[config.mk]
export PLATFORM = sky130hd
export DESIGN_NAME = qr_alphanumeric_data_encoder_top
export DESIGN_NICKNAME = d
export VERILOG_FILES = /design/src/sv/qra_pkg.sv /design/src/sv/qra_ctrl.sv /design/src/sv/qra_dp.sv /design/src/sv/qr_alphanumeric_data_encoder_top.sv
export SDC_FILE = /design/constraint.sdc
export NUM_CORES = 1
export LEC_CHECK = 0
export BUFFER_PORTS_ARGS = -buffer_cell sky130_fd_sc_hd__buf_2
export CORE_MARGIN = 2
export CORE_UTILIZATION = 41
export CTS_CLUSTER_SIZE = 8
export DETAILED_ROUTE_END_ITERATION = 7
export GPL_ROUTABILITY_DRIVEN = 0
export GPL_TIMING_DRIVEN = 1
export SLEW_MARGIN = 20
export SYNTH_ARGS = -nofsm -noshare
export SYNTH_HDL_FRONTEND = slang
export SYNTH_SLANG_ARGS = --single-unit
[constraint.sdc]
create_clock -name clk_i -period 21.5 [get_ports clk_i]
set_input_delay 6.45 -clock clk_i [delete_from_list [all_inputs] [get_ports clk_i]]
set_output_delay 6.45 -clock clk_i [all_outputs]
set_load 0.01 [all_outputs]
[src/sv/qra_pkg.sv]
// ----------------------------------------------------------------------------
// qra_pkg
// Shared types, constants and lookup functions of the alphanumeric encoder.
// ----------------------------------------------------------------------------
package qra_pkg;

  // configuration register indexes
  localparam int unsigned CFG_IDX_W   = 1;
  localparam int unsigned CFG_DATA_W  = 3;
  localparam logic [CFG_IDX_W-1:0] CFG_VERSION = 1'b0;
  localparam logic [CFG_IDX_W-1:0] CFG_LEVEL   = 1'b1;

  // field widths
  localparam int unsigned CODE_W     = 8;
  localparam int unsigned COUNT_W    = 9;
  localparam int unsigned VALUE_W    = 6;
  localparam int unsigned PAIR_BITS  = 11;
  localparam int unsigned MODE_BITS  = 4;
  localparam int unsigned TERM_BITS  = 4;
  localparam int unsigned CAP_TBL_W  = 9;

  localparam logic [MODE_BITS-1:0] MODE_ALNUM   = 4'b0010;
  localparam logic [7:0]           PAD_FIRST    = 8'hEC;
  localparam logic [7:0]           PAD_SECOND   = 8'h11;
  localparam logic [PAIR_BITS-1:0] CHARSET_SIZE = 11'd45;

  typedef enum logic [3:0] {
    OP_NONE,
    OP_LOAD,
    OP_HDR,
    OP_CHAR,
    OP_ODD,
    OP_TERM,
    OP_ZFILL,
    OP_PAD,
    OP_FLUSH,
    OP_END
  } qra_op_e;

  typedef struct packed {
    qra_op_e op;
    logic    last;
  } qra_cmd_t;

  typedef struct packed {
    logic room;        // fewer than eight bits in the accumulator
    logic hold_empty;
    logic held_valid;
    logic pad_fits;
  } qra_stat_t;

  // alphanumeric character value, unmapped bytes give zero
  function automatic logic [VALUE_W-1:0] char_value(input logic [CODE_W-1:0] ch);
    logic [VALUE_W-1:0] v;
    v = '0;
    if (ch >= 8'h30 && ch <= 8'h39) begin
      v = VALUE_W'(ch - 8'h30);
    end else if (ch >= 8'h41 && ch <= 8'h5A) begin
      v = VALUE_W'(ch - 8'h41 + 8'd10);
    end else begin
      unique case (ch)
        8'h20:   v = 6'd36;
        8'h24:   v = 6'd37;
        8'h25:   v = 6'd38;
        8'h2A:   v = 6'd39;
        8'h2B:   v = 6'd40;
        8'h2D:   v = 6'd41;
        8'h2E:   v = 6'd42;
        8'h2F:   v = 6'd43;
        8'h3A:   v = 6'd44;
        default: v = 6'd0;
      endcase
    end
    return v;
  endfunction

  // data capacity in bits, row is version 1 or 2, col is L/M/Q/H
  function automatic logic [CAP_TBL_W-1:0] cap_lookup(input logic row,
                                                      input logic [1:0] col);
    logic [CAP_TBL_W-1:0] c;
    unique case ({row, col})
      3'b000:  c = 9'd152;
      3'b001:  c = 9'd128;
      3'b010:  c = 9'd104;
      3'b011:  c = 9'd72;
      3'b100:  c = 9'd272;
      3'b101:  c = 9'd224;
      3'b110:  c = 9'd176;
      default: c = 9'd128;
    endcase
    return c;
  endfunction

endpackage

[src/sv/qra_ctrl.sv]
// ----------------------------------------------------------------------------
// qra_ctrl
// Sequencer: steps one message item through header, data and final padding.
// ----------------------------------------------------------------------------
module qra_ctrl (
  input  logic              clk_i,
  input  logic              rst_ni,
  input  logic              in_valid_i,
  output logic              in_ready_o,
  input  logic              has_char_i,
  input  logic              last_i,
  input  qra_pkg::qra_stat_t stat_i,
  output qra_pkg::qra_cmd_t  cmd_o
);
  import qra_pkg::*;

  typedef enum logic [2:0] {
    S_IDLE,
    S_HDR,
    S_CHR,
    S_ODD,
    S_TERM,
    S_ZFILL,
    S_PAD,
    S_FLUSH
  } state_e;

  state_e state_q, state_d;
  logic   in_msg_q, in_msg_d;
  logic   has_char_q, has_char_d;
  logic   last_q, last_d;

  assign in_ready_o = (state_q == S_IDLE);

  always_comb begin
    cmd_o      = '{op: OP_NONE, last: last_q};
    state_d    = state_q;
    in_msg_d   = in_msg_q;
    has_char_d = has_char_q;
    last_d     = last_q;
    unique case (state_q)
      S_IDLE: begin
        if (in_valid_i) begin
          cmd_o.op   = OP_LOAD;
          has_char_d = has_char_i;
          last_d     = last_i;
          state_d    = in_msg_q ? S_CHR : S_HDR;
        end
      end
      S_HDR: begin
        if (stat_i.room) begin
          cmd_o.op = OP_HDR;
          in_msg_d = 1'b1;
          state_d  = S_CHR;
        end
      end
      S_CHR: begin
        if (!has_char_q) begin
          state_d = last_q ? S_ODD : S_FLUSH;
        end else if (stat_i.room) begin
          cmd_o.op = OP_CHAR;
          state_d  = last_q ? S_ODD : S_FLUSH;
        end
      end
      S_ODD: begin
        if (stat_i.room) begin
          if (stat_i.held_valid) begin
            cmd_o.op = OP_ODD;
          end
          state_d = S_TERM;
        end
      end
      S_TERM: begin
        if (stat_i.room) begin
          cmd_o.op = OP_TERM;
          state_d  = S_ZFILL;
        end
      end
      S_ZFILL: begin
        if (stat_i.room) begin
          cmd_o.op = OP_ZFILL;
          state_d  = S_PAD;
        end
      end
      S_PAD: begin
        if (stat_i.room) begin
          if (stat_i.pad_fits) begin
            cmd_o.op = OP_PAD;
          end else begin
            state_d = S_FLUSH;
          end
        end
      end
      S_FLUSH: begin
        if (stat_i.hold_empty && stat_i.room) begin
          if (last_q) begin
            cmd_o.op = OP_END;
            in_msg_d = 1'b0;
          end
          state_d = S_IDLE;
        end else begin
          cmd_o.op = OP_FLUSH;
        end
      end
      default: state_d = S_IDLE;
    endcase
  end

  always_ff @(posedge clk_i or negedge rst_ni) begin
    if (!rst_ni) begin
      state_q    <= S_IDLE;
      in_msg_q   <= 1'b0;
      has_char_q <= 1'b0;
      last_q     <= 1'b0;
    end else begin
      state_q    <= state_d;
      in_msg_q   <= in_msg_d;
      has_char_q <= has_char_d;
      last_q     <= last_d;
    end
  end

endmodule

[src/sv/qra_dp.sv]
// ----------------------------------------------------------------------------
// qra_dp
// Datapath: bit accumulator with capacity clipping, byte hold and output stage.
// ----------------------------------------------------------------------------
module qra_dp #(
  parameter int unsigned COUNT_BITS        = 9,
  parameter int unsigned EMIT_W            = 9
) (
  input  logic                        clk_i,
  input  logic                        rst_ni,
  input  qra_pkg::qra_cmd_t           cmd_i,
  output qra_pkg::qra_stat_t          stat_o,
  input  logic [qra_pkg::CODE_W-1:0]  char_code_i,
  input  logic [qra_pkg::COUNT_W-1:0] char_count_i,
  input  logic [EMIT_W-1:0]           cap_i,
  output logic                        out_valid_o,
  input  logic                        out_ready_i,
  output logic [7:0]                  codeword_o,
  output logic                        last_codeword_o,
  output logic                        overflow_o
);
  import qra_pkg::*;

  localparam int unsigned CHUNK_W = MODE_BITS + COUNT_BITS;
  localparam int unsigned ACC_W   = CHUNK_W + 7;
  localparam int unsigned FILL_W  = $clog2(ACC_W + 1);
  localparam int unsigned N_W     = $clog2(CHUNK_W + 1);

  logic [CODE_W-1:0]     code_q;
  logic [COUNT_W-1:0]    count_q;
  logic [VALUE_W-1:0]    held_q;
  logic                  held_v_q;
  logic [ACC_W-1:0]      acc_q;
  logic [FILL_W-1:0]     fill_q;
  logic [EMIT_W-1:0]     emitted_q;
  logic                  ovf_q;
  logic                  byte_ovf_q;
  logic                  pad_sel_q;
  logic [7:0]            hold_q;
  logic                  hold_ovf_q;
  logic                  hold_v_q;
  logic                  out_valid_q;
  logic [7:0]            out_byte_q;
  logic                  out_last_q;
  logic                  out_ovf_q;

  logic [VALUE_W-1:0]    cur_value;
  logic [PAIR_BITS-1:0]  pair_value;
  logic [CHUNK_W-1:0]    app_val;
  logic [N_W-1:0]        app_n;
  logic                  app_lim;
  logic                  app_drop;
  logic                  app_en;
  logic [EMIT_W-1:0]     room;
  logic [N_W-1:0]        room_n;
  logic [N_W-1:0]        take;
  logic [ACC_W-1:0]      acc_app;
  logic                  dropped;
  logic                  fill_ge8;
  logic [7:0]            drain_byte;
  logic                  out_free;
  logic                  drain_go;
  logic                  flush_go;
  logic                  push_out;

  assign cur_value  = char_value(code_q);
  assign pair_value = PAIR_BITS'(held_q) * CHARSET_SIZE + PAIR_BITS'(cur_value);

  // append source selection
  always_comb begin
    app_val  = '0;
    app_n    = '0;
    app_lim  = 1'b1;
    app_drop = 1'b0;
    app_en   = 1'b0;
    unique case (cmd_i.op)
      OP_HDR: begin
        app_val  = {MODE_ALNUM, COUNT_BITS'(count_q)};
        app_n    = N_W'(CHUNK_W);
        app_drop = 1'b1;
        app_en   = 1'b1;
      end
      OP_CHAR: begin
        app_val  = CHUNK_W'(pair_value);
        app_n    = N_W'(PAIR_BITS);
        app_drop = 1'b1;
        app_en   = held_v_q;
      end
      OP_ODD: begin
        app_val  = CHUNK_W'(held_q);
        app_n    = N_W'(VALUE_W);
        app_drop = 1'b1;
        app_en   = 1'b1;
      end
      OP_TERM: begin
        app_n  = N_W'(TERM_BITS);
        app_en = 1'b1;
      end
      OP_ZFILL: begin
        app_n   = N_W'(3'(3'd0 - fill_q[2:0]));
        app_lim = 1'b0;
        app_en  = 1'b1;
      end
      OP_PAD: begin
        app_val = CHUNK_W'(pad_sel_q ? PAD_SECOND : PAD_FIRST);
        app_n   = N_W'(8);
        app_lim = 1'b0;
        app_en  = 1'b1;
      end
      default: ;
    endcase
  end

  // clip the chunk to the bits left below capacity; zero fill and pad bytes are not clipped
  assign room    = (emitted_q < cap_i) ? (cap_i - emitted_q) : '0;
  assign room_n  = (room > EMIT_W'(CHUNK_W)) ? N_W'(CHUNK_W) : N_W'(room);
  assign take    = (app_lim && (room_n < app_n)) ? room_n : app_n;
  assign acc_app = (acc_q << take) | (ACC_W'(app_val) >> (app_n - take));
  assign dropped = app_drop && (take != app_n);

  assign fill_ge8   = (fill_q >= FILL_W'(8));
  assign drain_byte = 8'(acc_q >> (fill_q - FILL_W'(8)));
  assign out_free   = !out_valid_q || out_ready_i;
  assign drain_go   = fill_ge8 && !app_en && (!hold_v_q || out_free);
  assign flush_go   = (cmd_i.op == OP_FLUSH) && !fill_ge8 && hold_v_q && out_free;
  assign push_out   = (drain_go && hold_v_q) || flush_go;

  assign stat_o.room       = !fill_ge8;
  assign stat_o.hold_empty = !hold_v_q;
  assign stat_o.held_valid = held_v_q;
  assign stat_o.pad_fits   = ((EMIT_W + 1)'(emitted_q) + (EMIT_W + 1)'(8))
                             <= (EMIT_W + 1)'(cap_i);

  always_ff @(posedge clk_i or negedge rst_ni) begin
    if (!rst_ni) begin
      code_q      <= '0;
      count_q     <= '0;
      held_q      <= '0;
      held_v_q    <= 1'b0;
      acc_q       <= '0;
      fill_q      <= '0;
      emitted_q   <= '0;
      ovf_q       <= 1'b0;
      byte_ovf_q  <= 1'b0;
      pad_sel_q   <= 1'b0;
      hold_q      <= '0;
      hold_ovf_q  <= 1'b0;
      hold_v_q    <= 1'b0;
      out_valid_q <= 1'b0;
      out_byte_q  <= '0;
      out_last_q  <= 1'b0;
      out_ovf_q   <= 1'b0;
    end else begin
      if (cmd_i.op == OP_LOAD) begin
        code_q  <= char_code_i;
        count_q <= char_count_i;
      end

      // unpaired character
      if (cmd_i.op == OP_CHAR) begin
        if (held_v_q) begin
          held_q   <= '0;
          held_v_q <= 1'b0;
        end else begin
          held_q   <= cur_value;
          held_v_q <= 1'b1;
        end
      end else if (cmd_i.op == OP_ODD) begin
        held_q   <= '0;
        held_v_q <= 1'b0;
      end

      if (cmd_i.op == OP_PAD) begin
        pad_sel_q <= !pad_sel_q;
      end

      // accumulator: clear at message end, append a chunk or shift out one byte
      if (cmd_i.op == OP_END) begin
        acc_q      <= '0;
        fill_q     <= '0;
        emitted_q  <= '0;
        ovf_q      <= 1'b0;
        byte_ovf_q <= 1'b0;
        pad_sel_q  <= 1'b0;
      end else if (app_en) begin
        acc_q      <= acc_app;
        fill_q     <= fill_q + FILL_W'(take);
        emitted_q  <= emitted_q + EMIT_W'(take);
        byte_ovf_q <= ovf_q;
        ovf_q      <= ovf_q | dropped;
      end else if (drain_go) begin
        fill_q <= fill_q - FILL_W'(8);
      end

      // hold stage keeps the newest byte until its last flag is known
      if (drain_go) begin
        hold_q     <= drain_byte;
        hold_ovf_q <= byte_ovf_q;
        hold_v_q   <= 1'b1;
      end else if (flush_go) begin
        hold_v_q <= 1'b0;
      end

      if (push_out) begin
        out_valid_q <= 1'b1;
        out_byte_q  <= hold_q;
        out_last_q  <= flush_go && cmd_i.last;
        out_ovf_q   <= hold_ovf_q;
      end else if (out_valid_q && out_ready_i) begin
        out_valid_q <= 1'b0;
      end
    end
  end

  assign out_valid_o     = out_valid_q;
  assign codeword_o      = out_byte_q;
  assign last_codeword_o = out_last_q;
  assign overflow_o      = out_ovf_q;

endmodule

[src/sv/qr_alphanumeric_data_encoder_top.sv]
// ----------------------------------------------------------------------------
// qr_alphanumeric_data_encoder_top
// QR alphanumeric-mode encoder: characters in, data codeword bytes out.
// ----------------------------------------------------------------------------
// sequence: an item that is not the last goes from acceptance through the
//   header (first item only), character and flush states until ready rises
//   again with the output free; its bytes leave via a hold stage and an output beat
// flow: one item at a time; the last item of a message also appends the
//   terminator, zero fill and pad codewords, set by the single append-or-byte-shift
//   per cycle on the bit accumulator, the shift only while the hold stage can take a byte
// reset: asynchronous, clears the sequencer and accumulator, version 1 level L
module qr_alphanumeric_data_encoder_top #(
  parameter int unsigned COUNT_BITS        = 9,
  parameter int unsigned MAX_CAPACITY_BITS = 272
) (
  input  logic                           clk_i,
  input  logic                           rst_ni,
  // configuration writes
  input  logic                           cfg_valid_i,
  output logic                           cfg_ready_o,
  input  logic [qra_pkg::CFG_IDX_W-1:0]  cfg_index_i,
  input  logic [qra_pkg::CFG_DATA_W-1:0] cfg_data_i,
  // character input
  input  logic                           in_valid_i,
  output logic                           in_ready_o,
  input  logic [qra_pkg::CODE_W-1:0]     char_code_i,
  input  logic [qra_pkg::COUNT_W-1:0]    char_count_i,
  input  logic                           has_char_i,
  input  logic                           last_i,
  // codeword output
  output logic                           out_valid_o,
  input  logic                           out_ready_i,
  output logic [7:0]                     codeword_o,
  output logic                           last_codeword_o,
  output logic                           overflow_o
);
  import qra_pkg::*;

  // bit counter reaches capacity plus a partial byte of zero fill
  localparam int unsigned EMIT_W = $clog2(MAX_CAPACITY_BITS + 8);

  logic [1:0]           version_q;
  logic [2:0]           level_q;
  logic                 cap_row;
  logic [1:0]           cap_col;
  logic [CAP_TBL_W-1:0] cap_tbl;
  logic [EMIT_W-1:0]    cap;
  qra_cmd_t             cmd;
  qra_stat_t            stat;

  // register writes are always taken
  assign cfg_ready_o = 1'b1;

  always_ff @(posedge clk_i or negedge rst_ni) begin
    if (!rst_ni) begin
      version_q <= 2'd1;
      level_q   <= 3'd1;
    end else if (cfg_valid_i) begin
      unique case (cfg_index_i)
        CFG_VERSION: version_q <= cfg_data_i[1:0];
        CFG_LEVEL:   level_q   <= cfg_data_i;
        default: ;
      endcase
    end
  end

  // version 0 acts as 1 and 3 as 2; level 0 acts as L and 5..7 as H
  assign cap_row = version_q[1];

  always_comb begin
    if (level_q == 3'd0) begin
      cap_col = 2'd0;
    end else if (level_q >= 3'd4) begin
      cap_col = 2'd3;
    end else begin
      cap_col = 2'(level_q - 3'd1);
    end
  end

  assign cap_tbl = cap_lookup(cap_row, cap_col);
  // capacity also bounded by the build-time maximum
  assign cap = (int'(cap_tbl) > int'(MAX_CAPACITY_BITS)) ? EMIT_W'(MAX_CAPACITY_BITS)
                                                          : EMIT_W'(cap_tbl);

  // sequencer
  qra_ctrl u_ctrl (
    .clk_i      (clk_i),
    .rst_ni     (rst_ni),
    .in_valid_i (in_valid_i),
    .in_ready_o (in_ready_o),
    .has_char_i (has_char_i),
    .last_i     (last_i),
    .stat_i     (stat),
    .cmd_o      (cmd)
  );

  // bit packing and byte output
  qra_dp #(
    .COUNT_BITS        (COUNT_BITS),
    .EMIT_W            (EMIT_W)
  ) u_dp (
    .clk_i           (clk_i),
    .rst_ni          (rst_ni),
    .cmd_i           (cmd),
    .stat_o          (stat),
    .char_code_i     (char_code_i),
    .char_count_i    (char_count_i),
    .cap_i           (cap),
    .out_valid_o     (out_valid_o),
    .out_ready_i     (out_ready_i),
    .codeword_o      (codeword_o),
    .last_codeword_o (last_codeword_o),
    .overflow_o      (overflow_o)
  );

endmodule
==> out/metrics.csv, run 1 <==
stage,metric,value,unit
critical_path,worst-path-buf-inv,2,
synthesis,synthCells,1047,
sta,tns,0,ps
synthesis,synth_edf_count,0,
detailed_routing,drt_iter0_drc,561,
synthesis,ys_seq_area_frac,0.255,
synthesis,synth_top_flop_cell,dfrtp_1,
critical_path,r2r_end,u_dp.acc_q[6],
placement,io_buffers,39,
synthesis,syn_avg_cell_area,8.64,um2
critical_path,slowest_delay,650,ps
clocking,cts_root_buffer,clkbuf_16,
job,maxCapViolations,0,
global_route,grt_usage,0.206,
clocking,clk-insertion-delay-late,360,ps
sta,finalCritPeriodShare,0.542,
outcome,outcome,finished clean,
clocking,cts_tree,yes,
die,io_pins,41,
synthesis,synth_commonest_cells,"nand2_1, dfrtp_1, ha_1, nor2_1, inv_1",
critical_path,crit_slowest_cell,o21ai_4,
critical_path,path_delay_family,compound AO/OA/AOI/OAI gates,
critical_path,regToRegSetupSlack,13740,ps
global_route,antenna_found_initial,0,
critical_path,path_class,primary input to flip-flop,
sta,max_freq,0.0859,GHz
clocking,cts-htree-levels,3,
clocking,cts_num_sinks,92,
die,die_y,153,um
sta,fin_skew,6.74,ps
critical_path,startpoint_type,primary input,
sta,fin_ws,9850,ps
sta,maxSlewHeadroom,0.316,
global_route,grt_pass1_wl,39.8,mm
worst_hold_path,hold_class,flip-flop to flip-flop,
detailed_routing,viasPerCell,5.84,
clocking,clkSlewWorstSetupHoldPaths,70,ps
critical_path,path_common_cell,a21oi_1,
placement,place_hpwl,17.7,mm
critical_path,critPathMaxFanout,23,
clocking,cts_resized,0,
critical_path,r2r_cells,27,
synthesis,syn-num-nets,1162,
layout,fill_cells,2178,
global_route,grt-ovfl-total,0,
synthesis,ys_types,90,
synthesis,synth_seq_cells,92,
sta,fin_crit,11650,ps
critical_path,startpoint,in_valid_i,
clocking,postCtsSetupRepairBufs,0,
placement,place_inst,1322,
global_route,grt_max_degree,52,
placement,post-place-ws,9320,ps
synthesis,synth_area_leaders,"dfrtp_1, ha_1, mux2i_1",
sta,setup_viol,0,
critical_path,crit_cells,17,
clocking,clockBufferDepth,2,
layout,nets,1168,
critical_path,timing.rr.start,level_q[0],
clocking,cts_buffers,9,
sta,rsz0062_at_grt,no,
die,start_util,0.416,
critical_path,cp_cell_sequence,buf_2 -> and2_1 -> nor2_1 -> o22ai_1 -> a21oi_1 -> ha_1 -> a21oi_1 -> a21boi_0 -> o21ai_4 -> inv_1 -> ha_1 -> fa_1 -> xor2_1 -> mux2_2 -> a21oi_1 -> nor2_1 -> a211o_1,
synthesis,syn_area,9050,um2
critical_path,crit_end,u_dp.acc_q[6],
die,row_count,54,
detailed_routing,routed_wirelength,23.4,mm
layout,final_layout_size_suffix_gt1_frac,0.119,
detailed_routing,ant_nets,0,
layout,antenna_cells,0,
sta,worst_pin_slew,1010,ps
detailed_routing,wl_per_cell,17.5,um
die,core,21800,um2
layout,instances_no_fill,1338,
detailed_routing,num_vias,7815,
detailed_routing,first_pass_iters,5,
detailed_routing,drc,0,
critical_path,endpoint_kind,flip-flop,
synthesis,ys_warn_count,0,
critical_path,required,21740,ps
sta,final_max_slew_viol_count,0,
layout,area_growth,7.66,%
synthesis,netlist.top_cell.by_area,dfrtp_1,
synthesis,synthMostInstantiatedCell,nand2_1,
die,die-area,23300,um2
sta,hold_viol_final,0,
critical_path,cp.arrival,11890,ps
die,dieWidth,153,um
synthesis,synth_top_area_share,0.252,
synthesis,async_flop_share,1.00,
clocking,cts_hold_buf,0,
global_route,grt_pass1_vias,7793,
## routing by layer
metal | share of wire | up-vias | wire, um | GRT usage
li1 | - | 3831 | - | -
met1 | 0.47 | 3757 | 11100 | 0.283
met2 | 0.46 | 185 | 10900 | 0.337
met3 | 0.039 | 42 | 910 | 0.0284
met4 | 0.024 | 0 | 553 | 0.0679
met5 | 0 | - | 0 | 0
## cells in the final DEF (no fill, tap or decap), types with 7 or more instances in the layout
master	n
nand2_1	121
dfrtp_1	91
ha_1	76
nor2_1	74
inv_1	69
a21oi_1	68
o21ai_0	68
mux2i_1	60
nand3_1	38
buf_2	38
mux2_2	25
xnor2_1	21
a22o_1	16
a21o_1	15
mux4_2	15
nor2b_1	13
a211oi_1	13
and3_1	12
o211ai_1	11
fa_1	11
nor3_1	10
o21a_1	9
clkbuf_16	9
o221ai_1	8
and2_1	7
nand2b_1	7
o31ai_1	7
o22ai_1	7
xor2_1	7
buf_4	7
## cell families (layout without fill, tap and decap cells)
kind of cell,count (synthesis),count (layout),synth area share
simple gates,320,320,0.168
compound gates,291,291,0.219
buf+inv,122,133,0.0571
mux,106,106,0.144
flops,92,92,0.255
fa+ha+maj,87,87,0.129
xor+xnor,28,28,0.0271
other cells,1,1,0.000415
## tightest hold or removal path, cell delays in order, from the launching register on
cell     delay, ps
dfrtp_1        340
nand2_1         50
nand2_1         50
## per-stage QoR
stage	instance area (um2)	hold slack, ps	utilization
finish	9740	471	0.448
global route	9740	505	0.448
CTS	9740	481	0.448
detailed placement	9400	464	0.432
global placement	9400	460	0.432
floorplan	9050	437	-
## flip-flops by register name, indices dropped and copies added (netlist names), 5 cells and up
signal	cells
u_dp.codeword_o	8
u_dp.held_q	6
u_dp.count_q	9
u_dp.code_q	8
u_dp.fill_q	5
u_dp.hold_q	8
u_dp.emitted_q	9
u_dp.acc_q	20
## worst min-delay path by stage
stage | from | to | slack (ps) | cells after the start
after global placement | u_dp.hold_q[4] | u_dp.hold_q[4] | 460 | 2
after global routing | u_dp.hold_ovf_q | u_dp.hold_ovf_q | 500 | 2
after CTS | u_dp.byte_ovf_q | u_dp.hold_ovf_q | 480 | 2
after floorplan | u_dp.count_q[7] | u_dp.count_q[7] | 440 | 2
final | u_dp.hold_q[4] | u_dp.hold_q[4] | 470 | 2
after detailed placement | u_dp.hold_q[4] | u_dp.hold_q[4] | 460 | 2
## layout make-up
class / count / area (um2) / area share
clock inverters: 6 / 96.3 / 0.00989
flip-flops and latches: 92 / 2300 / 0.237
repair buffers: 45 / 243 / 0.0249
inverters: 72 / 270 / 0.0277
multi-input cells: 833 / 6240 / 0.640
clock buffers: 10 / 239 / 0.0245
well taps: 280 / 350 / 0.0360
Power of run 1 is left out: the tool's default activity adds up to more than one toggle a clock period on the data nets, which glitch-free logic cannot reach.
==> run 2, diff against run 1 <==
==> constraint.sdc (replaced) <==
create_clock -name clk_i -period 9.7 [get_ports clk_i]
set_input_delay 2.91 -clock clk_i [delete_from_list [all_inputs] [get_ports clk_i]]
set_output_delay 2.91 -clock clk_i [all_outputs]
set_load 0.01 [all_outputs]
==> run 2 against run 1 <==
Net effect:
- via count barely moved
- cell area barely moved
- flip-flop and latch count did not move
- critical path depth rose by 1
- clock skew rose by 4.7 ps
- final cell count rose by 0.15%
- first-iteration DRC count fell by 12%
- clock-buffer cell count rose by 1
- non-clock buffer count rose by 2
- largest cell class unchanged
- highest routed layer unchanged
==> out/metrics.csv, run 2 (synthesized netlist as in run 1, its figures left out) <==
stage,metric,value,unit,change
outcome,outcome,finished clean,,
die,die_y,153,um,unchanged
clocking,cts_root_buffer,clkbuf_16,,
layout,largest_register_ffs,20,,unchanged
sta,worst_pin_slew,1010,ps,+0.194 ps
die,row_count,54,,unchanged
detailed_routing,first_pass_iters,5,,unchanged
placement,io_buffers,39,,unchanged
critical_path,cp.arrival,7960,ps,-3930 ps
layout,multi_input_area,6230,um2,-0.12%
critical_path,startpoint_type,primary input,,
sta,fin_skew,11.5,ps,+4.71 ps
detailed_routing,viasPerCell,5.83,,-0.11%
detailed_routing,drc,0,,unchanged
clocking,cts_buffers,9,,unchanged
clocking,clk-insertion-delay-late,350,ps,about the same
sta,max_freq,0.129,GHz,
layout,final_cell_mix,"nand2_1, dfrtp_1, ha_1",,
clocking,clockBufferDepth,2,,unchanged
sta,maxSlewHeadroom,0.316,,about the same
critical_path,path_delay_family,compound AO/OA/AOI/OAI gates,,
layout,nets,1170,,+0.17%
sta,setup_viol,0,,unchanged
placement,place_hpwl,17.8,mm,+0.30%
global_route,grt_pass1_vias,7609,,-2.4%
critical_path,path_class,primary input to flip-flop,,
detailed_routing,routed_wirelength,23.7,mm,+1.1%
sta,rsz0062_at_grt,no,,
layout,ff_latch_area,2300,um2,unchanged
critical_path,crit_slowest_cell,xor2_1,,
layout,top_regs,"u_dp.acc_q x20, u_dp.count_q x9, u_dp.emitted_q x9",,
critical_path,required,9940,ps,-11800 ps
clocking,postCtsSetupRepairBufs,0,,unchanged
clocking,cts-htree-levels,3,,unchanged
layout,final_layout_size_suffix_gt1_frac,0.121,,+0.00166
layout,area_growth,7.75,%,about the same
global_route,antenna_found_initial,0,,unchanged
worst_hold_path,hold_class,flip-flop to flip-flop,,
critical_path,slowest_delay,600,ps,-50 ps
critical_path,endpoint_kind,flip-flop,,
layout,regMostFlops,u_dp.acc_q,,
clocking,cts_resized,0,,unchanged
die,start_util,0.416,,unchanged
layout,antenna_cells,0,,unchanged
clocking,clkSlewWorstSetupHoldPaths,70,ps,about the same
sta,fin_crit,7730,ps,
die,die-area,23300,um2,unchanged
clocking,cts_hold_buf,0,,unchanged
clocking,cts_num_sinks,92,,unchanged
die,dieWidth,153,um,unchanged
clocking,cts_tree,yes,,
sta,tns,0,ps,unchanged
global_route,grt_pass1_wl,39.9,mm,+0.28%
critical_path,path_common_cell,a21oi_1,,
critical_path,critPathMaxFanout,23,,unchanged
job,maxCapViolations,0,,unchanged
sta,hold_viol_final,0,,unchanged
layout,fill_cells,2153,,-1.1%
global_route,grt-ovfl-total,0,,unchanged
detailed_routing,ant_nets,0,,unchanged
detailed_routing,wl_per_cell,17.7,um,+0.93%
critical_path,worst-path-buf-inv,3,,+1
detailed_routing,drt_iter0_drc,496,,-12%
critical_path,cp_cell_sequence,buf_2 -> and2_0 -> buf_4 -> nor2_1 -> o22ai_1 -> a21oi_1 -> ha_1 -> a21oi_1 -> o221ai_1 -> a31oi_4 -> mux2_4 -> inv_2 -> ha_1 -> xor2_1 -> mux2_2 -> a21oi_1 -> nor2_1 -> a211o_1,,
die,io_pins,41,,unchanged
global_route,grt_usage,0.208,,+0.00207
die,core,21800,um2,unchanged
sta,finalCritPeriodShare,0.796,,
sta,final_max_slew_viol_count,0,,unchanged
detailed_routing,num_vias,7818,,+0.038%
layout,layout_commonest_cell,nand2_1,,
global_route,grt_max_degree,51,,-1.9%
run 2: changes by cell type in the layout (fill, tap and decap cells not counted), sizes merged:
cell,before,now
clkbuf,10,11
clkinvlp,1,0
buf,45,47
run 2: area by class of cell:
cell class                      instances  share of cell area
Multi-Input combinational cell        833               0.639
Sequential cell                        92               0.236
Tap cell                              280              0.0359
Inverter                               72              0.0277
Timing Repair Buffer                   47              0.0264
Clock buffer                           11              0.0259
Clock inverter                          5             0.00847
run 2: per-stage QoR:
stage / setup WS (ps) / hold slack, ps / std cells / util / instance area [um2]
after global placement: 1850 / 458 / 1324 / 0.433 / 9410
after CTS: 2060 / 483 / 1340 / 0.448 / 9750
final: 1970 / 476 / 1340 / 0.448 / 9750
after detailed placement: 1740 / 467 / 1324 / 0.433 / 9410
after global routing: 1520 / 504 / 1340 / 0.448 / 9750
after floorplan: 2440 / 437 / 1047 / - / 9050
run 2: final timing paths:
| check | startpoint | endpoint | slack, ps | cells past startpoint |
|---|---|---|---|---|
| min in group asynchronous | rst_ni | u_dp.code_q[1] | 2570 | 1 |
| setup / recovery | in_valid_i | u_dp.acc_q[6] | 1970 | 18 |
| setup reg to reg | level_q[0] | u_dp.acc_q[6] | 2210 | 27 |
| hold reg to reg | u_dp.hold_ovf_q | u_dp.hold_ovf_q | 480 | 2 |
| hold / removal | u_dp.hold_ovf_q | u_dp.hold_ovf_q | 480 | 2 |
| max in group asynchronous | rst_ni | u_dp.fill_q[0] | 6040 | 2 |
run 2: layer usage:
| layer | global-route usage | vias to the layer above | routed length (um) |
|---|---|---|---|
| met5 | 0 | - | 0 |
| met2 | 0.338 | 185 | 11000 |
| met4 | 0.0591 | 0 | 427 |
| met3 | 0.0319 | 34 | 1120 |
| met1 | 0.290 | 3762 | 11200 |
| li1 | - | 3837 | - |
run 2: worst min-delay path, delay by kind of cell, from the launching register on:
family	cells	cell delay (ps)
flip-flops	1	350
AND/OR/NAND/NOR	2	100
Power of run 2 is left out for the same reason.
